<file path="src/hw/rtl/multiword_schoolbook_multiplier_unit_macros.svh">
// ----------------------------------------------------------------------------
// Assertion macros for the multiword schoolbook multiplier unit
// Shared concurrent assertion forms, clocked on clk with reset rst_n.
// ----------------------------------------------------------------------------
`ifndef MULTIWORD_SCHOOLBOOK_MULTIPLIER_UNIT_MACROS_SVH
`define MULTIWORD_SCHOOLBOOK_MULTIPLIER_UNIT_MACROS_SVH

// The consequent must hold in the same cycle as the antecedent.
`define MSM_ASSERT_SAME(label, ante, cons, msg) \
    label: assert property (@(posedge clk) disable iff (!rst_n) (ante) |-> (cons)) \
        else $error(msg);

// The consequent must hold in the cycle after the antecedent.
`define MSM_ASSERT_NEXT(label, ante, cons, msg) \
    label: assert property (@(posedge clk) disable iff (!rst_n) (ante) |=> (cons)) \
        else $error(msg);

`endif

</file>
<file path="src/hw/rtl/msm_pkg.sv">
// ----------------------------------------------------------------------------
// msm_pkg
// Constants, payload types and control bundle of the multiword multiplier.
// ----------------------------------------------------------------------------
`default_nettype none

package msm_pkg;

    localparam int MAX_WORDS = 16;
    localparam int WORD_BITS = 32;

    // Address and count widths derived from the store depths.
    localparam int A_W   = (MAX_WORDS > 1) ? $clog2(MAX_WORDS) : 1;
    localparam int PA_W  = $clog2(2 * MAX_WORDS);
    localparam int CNT_W = $clog2(MAX_WORDS + 1);

    // Fixed field widths of the command and result transfers.
    localparam int KIND_W  = 2;
    localparam int WIDX_W  = 4;
    localparam int VAL_W   = 32;
    localparam int LEN_W   = 5;
    localparam int PIDX_W  = 5;
    localparam int USED_W  = 6;

    localparam logic [KIND_W-1:0] KIND_LOAD_A = 2'd0;
    localparam logic [KIND_W-1:0] KIND_LOAD_B = 2'd1;
    localparam logic [KIND_W-1:0] KIND_START  = 2'd2;

    typedef struct packed {
        logic [KIND_W-1:0] kind;
        logic [WIDX_W-1:0] word_index;
        logic [VAL_W-1:0]  word_value;
        logic [LEN_W-1:0]  first_length;
        logic [LEN_W-1:0]  second_length;
    } msm_cmd_t;

    typedef struct packed {
        logic [VAL_W-1:0]  product_word;
        logic [PIDX_W-1:0] product_index;
        logic [USED_W-1:0] used_length;
        logic              last;
    } msm_res_t;

    // Control from the sequencer to the product store.
    typedef struct packed {
        logic            clear;       // a multiply starts: reset the trimmed length
        logic            issue;       // one word product enters the pipeline
        logic [PA_W-1:0] addr;        // product store read address (and carry write)
        logic            row0;        // first row: the product word reads as zero
        logic            first;       // first column of a row: no carry in
        logic            final_pos;   // this write settles its product word
        logic            carry_wr;    // write the row's carry out at addr
        logic            carry_final; // the carry write settles its product word
    } msm_ctl_t;

endpackage

`default_nettype wire

</file>
<file path="src/hw/rtl/msm_product_store.sv">
// ----------------------------------------------------------------------------
// msm_product_store
// Product word memory with the multiply-accumulate pipeline that updates it.
// ----------------------------------------------------------------------------
`default_nettype none

`include "multiword_schoolbook_multiplier_unit_macros.svh"

module msm_product_store (
    input  wire logic                          clk,
    input  wire logic                          rst_n,
    input  wire msm_pkg::msm_ctl_t             ctl,
    input  wire logic [msm_pkg::WORD_BITS-1:0] a_word,
    input  wire logic [msm_pkg::WORD_BITS-1:0] b_word,
    output logic      [msm_pkg::WORD_BITS-1:0] rd_data,
    output logic      [msm_pkg::PA_W:0]        used
);
    import msm_pkg::*;

    logic [WORD_BITS-1:0] p_mem [2 * MAX_WORDS];

    // Stage 1: operand and product words arrive from the memories.
    logic            s1_v_reg;
    logic [PA_W-1:0] s1_addr_reg;
    logic            s1_row0_reg;
    logic            s1_first_reg;
    logic            s1_final_reg;

    // Stage 2: the partial product is added into the product word.
    logic                   s2_v_reg;
    logic [PA_W-1:0]        s2_addr_reg;
    logic                   s2_first_reg;
    logic                   s2_final_reg;
    logic [2*WORD_BITS-1:0] mul_reg;
    logic [WORD_BITS-1:0]   addend_reg;
    logic [WORD_BITS-1:0]   carry_reg;
    logic [PA_W:0]          used_reg;
    logic [PA_W:0]          used_next;

    logic [2*WORD_BITS-1:0] a_ext;
    logic [2*WORD_BITS-1:0] b_ext;
    logic [2*WORD_BITS-1:0] sum;
    logic [WORD_BITS-1:0]   cin;

    assign a_ext = {{WORD_BITS{1'b0}}, a_word};
    assign b_ext = {{WORD_BITS{1'b0}}, b_word};
    assign cin   = s2_first_reg ? '0 : carry_reg;
    // The sum of a full word product and two words never exceeds two words.
    assign sum   = mul_reg + {{WORD_BITS{1'b0}}, addend_reg} + {{WORD_BITS{1'b0}}, cin};

    always_ff @(posedge clk)
    begin
        rd_data <= p_mem[ctl.addr];
        if (s2_v_reg)
        begin
            p_mem[s2_addr_reg] <= sum[WORD_BITS-1:0];
        end
        else if (ctl.carry_wr)
        begin
            p_mem[ctl.addr] <= carry_reg;
        end
    end

    always_ff @(posedge clk or negedge rst_n)
    begin
        if (!rst_n)
        begin
            s1_v_reg <= 1'b0;
            s2_v_reg <= 1'b0;
            used_reg <= '0;
        end
        else
        begin
            s1_v_reg <= ctl.issue;
            s2_v_reg <= s1_v_reg;
            used_reg <= used_next;
        end
    end

    always_ff @(posedge clk)
    begin
        s1_addr_reg  <= ctl.addr;
        s1_row0_reg  <= ctl.row0;
        s1_first_reg <= ctl.first;
        s1_final_reg <= ctl.final_pos;
        s2_addr_reg  <= s1_addr_reg;
        s2_first_reg <= s1_first_reg;
        s2_final_reg <= s1_final_reg;
        mul_reg      <= a_ext * b_ext;
        // The first row overwrites stale words, so the store needs no clearing.
        addend_reg   <= s1_row0_reg ? '0 : rd_data;
        if (s2_v_reg)
        begin
            carry_reg <= sum[2*WORD_BITS-1:WORD_BITS];
        end
    end

    // Product words settle in ascending order, so the last nonzero one sets the length.
    always_comb
    begin
        used_next = used_reg;
        if (ctl.clear)
        begin
            used_next = '0;
        end
        else if (s2_v_reg && s2_final_reg && (sum[WORD_BITS-1:0] != '0))
        begin
            used_next = (PA_W + 1)'(s2_addr_reg) + (PA_W + 1)'(1);
        end
        else if (ctl.carry_wr && ctl.carry_final && (carry_reg != '0))
        begin
            used_next = (PA_W + 1)'(ctl.addr) + (PA_W + 1)'(1);
        end
    end

    assign used = used_reg;

    `MSM_ASSERT_SAME(a_wr_port_free, s2_v_reg, !ctl.carry_wr, "carry write collides with MAC write")
    `MSM_ASSERT_NEXT(a_clear_used, ctl.clear, used_reg == '0, "trimmed length not cleared at start")
    `MSM_ASSERT_NEXT(a_pipe_advance, s1_v_reg, s2_v_reg, "word product lost in the pipeline")

endmodule

`default_nettype wire

</file>
<file path="config.mk">
export PLATFORM = sky130hd
export DESIGN_NAME = msm_product_store
export DESIGN_NICKNAME = d
export VERILOG_FILES = /design/src/hw/rtl/msm_pkg.sv /design/src/hw/rtl/msm_product_store.sv
export VERILOG_INCLUDE_DIRS = /design/src /design/src/hw/rtl
export SDC_FILE = /design/constraint.sdc
export NUM_CORES = 2
export LEC_CHECK = 0
export ABC_AREA = 1
export BUFFER_PORTS_ARGS = -buffer_cell sky130_fd_sc_hd__buf_4
export CAP_MARGIN = 5
export CORE_MARGIN = 8
export CORE_UTILIZATION = 61
export DETAILED_ROUTE_END_ITERATION = 10
export PLACE_DENSITY = 0.76
export RECOVER_POWER = 50
export SLEW_MARGIN = 40
export SYNTH_ARGS = -nofsm -noshare
export SYNTH_HDL_FRONTEND = slang
export SYNTH_SLANG_ARGS = --single-unit
</file>
<file path="constraint.sdc">
create_clock -name clk -period 10.1 [get_ports clk]
set_input_delay 0.505 -clock clk [delete_from_list [all_inputs] [get_ports clk]]
set_output_delay 0.505 -clock clk [all_outputs]
set_load 0.02 [all_outputs]
</file>
==> impl_metrics.toml <==
[outcome]
status = "complete, but fails checks"
violations = "max-capacitance violations, max-slew violations"

[logic_synthesis]
synth_area_um2 = 83200
yosysMostFrequentCell = "inv_1"
synth_cell_types = 50
synth_fp_nets = 9756
syn_avg_cell_area_um2 = 9.84
synth_edf_count = 1056
synth_common_cells = "inv_1, nand2_1, edfxtp_1"
ys_ff_latch = 1207
synthTopCellsByArea = "edfxtp_1, fa_1, inv_1"
ys.flop_type = "edfxtp_1"
yosysWarningCount = 0
synth_seq_area_share = 0.418
async_flop_share = 0.00663
netlist.area_leader.share = 0.381
yosys.area.top_type = "edfxtp_1"
synthCells = 8453

[cts]
cts_made_buffers = 110
cts_tree = "built"
cts_resized = 0
insertion_delay_ns = 0.73
clock-sinks = 1207
clkTransAtPathRegs_ns = 0.06
h-tree-depth = 3
cts_buffer_depth = 3
clock-root-buffer = "clkbuf_16"

[cells_and_area]
final_nets = 9654
stdcell_area_um2 = 89100
largest_reg_flops = 1024
drive_gt1_frac = 0.0419
syn2layout_area_growth_pct = 7.08

[global_routing]
grt_use_total = 0.321
antenna_found_initial = 5
grt_pass1_vias = 62000
grt-ovfl-total = 0
grt_max_degree = 165
grt_pass1_wl_mm = 363

[critical_path]
ff2ff_path_depth = 9
critPathSlowestCell = "clkinvlp_2"
setup.worst_path.end = "p_mem[23][22]"
path_max_fanout = 67
crit_start = "ctl[6]"
r2r_start = "s2_v_reg"
r2r_slack_ns = 3.00
crit_type = "in2reg"
cp.required_ns = 10.39
r2r-end = "p_mem[13][29]"
worstPathArrival_ns = 8.99
startpoint_type = "input port"
endpoint_kind = "flop"
cpPeakStageDelay_ns = 3.12
cp_cell_sequence = "clkbuf_1 -> clkinvlp_2 -> o21ai_0 -> nand3_1 -> nor2_1 -> buf_4"

[sta]
fin_crit_sh = 0.862
worstMarginPinSlew_ns = 3.54
rsz0062_at_grt = "no"
fmax_mhz = 115
setup_viol = 0
relSlewSlack = -1.36
layout_setup_ws_ns = 1.40
period_needed_ns = 8.70
setup-tns-final_ns = 0
holdWs_ns = 0.125
skew_ns = 0.0926
finalHoldViolCount = 0
slew_viol_final = 804

[detailed_routing]
routed_via_density = 5.96
routed-via-count = 60900
drtIter0Drc = 7374
first_pass_iters = 6
ant_nets = 0
post-route-drc-count = 0
wl_per_cell_um = 23.2
wl_mm = 237

[floorplan]
initial_core_util = 0.614
io_pins = 116
dieArea_um2 = 148000
die_y_um = 385
placementRows = 135
core-area_um2 = 135000
die-width_um = 385

[place]
placed_area_um2 = 85800
finalWeightedCongestion = 0.947
dp_slack_ns = 2.43
dpl.hpwl_mm = 162
io_buffers = 115

[hold_path]
hp-class = "in2reg"

[flow_run]
drv_cap = 22
[layout make-up]
type                    instances  area (um^2)
multi-input cells            4994        40100
clock inverters                59          726
repair buffers                209         1400
clock buffers                 149         3020
inverters                    1829         6880
diodes                          2         5.00
fillers                     10400        46400
well taps                    1781         2230
flip-flops and latches       1207        34800
[repair_timing]
item,CTS,global route
buffers inserted,0,0
hold endpoints to repair,12,0
hold buffers,5,0
[critical path: cells and delay by family]
kind / cells / cell delay (ns)
AND/OR/NAND/NOR: 2 / 1.78
buffers and inverters: 3 / 5.42
AO/OA/AOI/OAI: 1 / 1.12
[metrics by stage]
step / std cells / utilization
after floorplan: 8453 / -
final: 10200 / 0.658
after detailed placement: 10000 / 0.633
after CTS: 10200 / 0.661
after global placement: 10000 / 0.633
after global routing: 10200 / 0.658
[worst min path at each step]
stage	to	slack (ns)	from	depth (start not counted)
6_report	used[0]	0.13	ctl[11]	4
5_1_grt	used[0]	0.14	ctl[11]	4
4_1_cts	s1_addr_reg[1]	0.1	ctl[6]	1
3_5_place_dp	s2_addr_reg[2]	0.31	s1_addr_reg[2]	0
3_3_place_gp	s2_addr_reg[3]	0.31	s1_addr_reg[3]	0
2_1_floorplan	s1_v_reg	0.21	rst_n	0
[cell families after synthesis]
kind of cell | synth area share
simple gates | 0.121
buf+inv | 0.102
fa+ha+maj | 0.268
flops | 0.418
compound gates | 0.0812
xor+xnor | 0.0102
[per-layer routing]
metal  wire (um)  share of wire  track usage  vias to the layer above
li1            -              -            -                    26500
met1       87900           0.37        0.433                    30000
met2      109000           0.46        0.507                     3695
met3       26500           0.11       0.0603                      812
met4       13500          0.057        0.149                        2
met5          12       0.000051            0                        -
[cell usage in the layout, fill, tap and decap left out, types with 6 or more instances in the layout]
master,netlist,layout
xor2_1,57,57
ha_1,296,296
a31oi_1,74,73
nand2_1,1481,1485
nor4_1,20,20
nand4_1,22,22
bufinv_16,0,11
a32oi_1,32,32
dfrtp_1,8,8
edfxtp_1,1056,1056
buf_4,0,117
clkbuf_16,0,110
o221ai_1,198,198
o21ai_1,6,9
xnor2_1,40,40
inv_1,1824,1820
o21ai_0,618,612
clkinv_16,0,6
a21oi_1,104,104
o22ai_1,60,60
nand2_2,17,13
clkbuf_8,0,12
nor2_4,2,11
nor3_1,16,17
fa_1,929,929
nor2_1,815,805
dfxtp_1,143,143
clkinv_1,1,15
o21ai_2,4,6
clkinv_2,0,20
clkbuf_1,411,99
nand3b_1,12,12
nand3_1,143,144
nor2_2,6,7
Power is not shown: default switching activity piles up to over one toggle a cycle in this logic, so the estimate is an artifact.
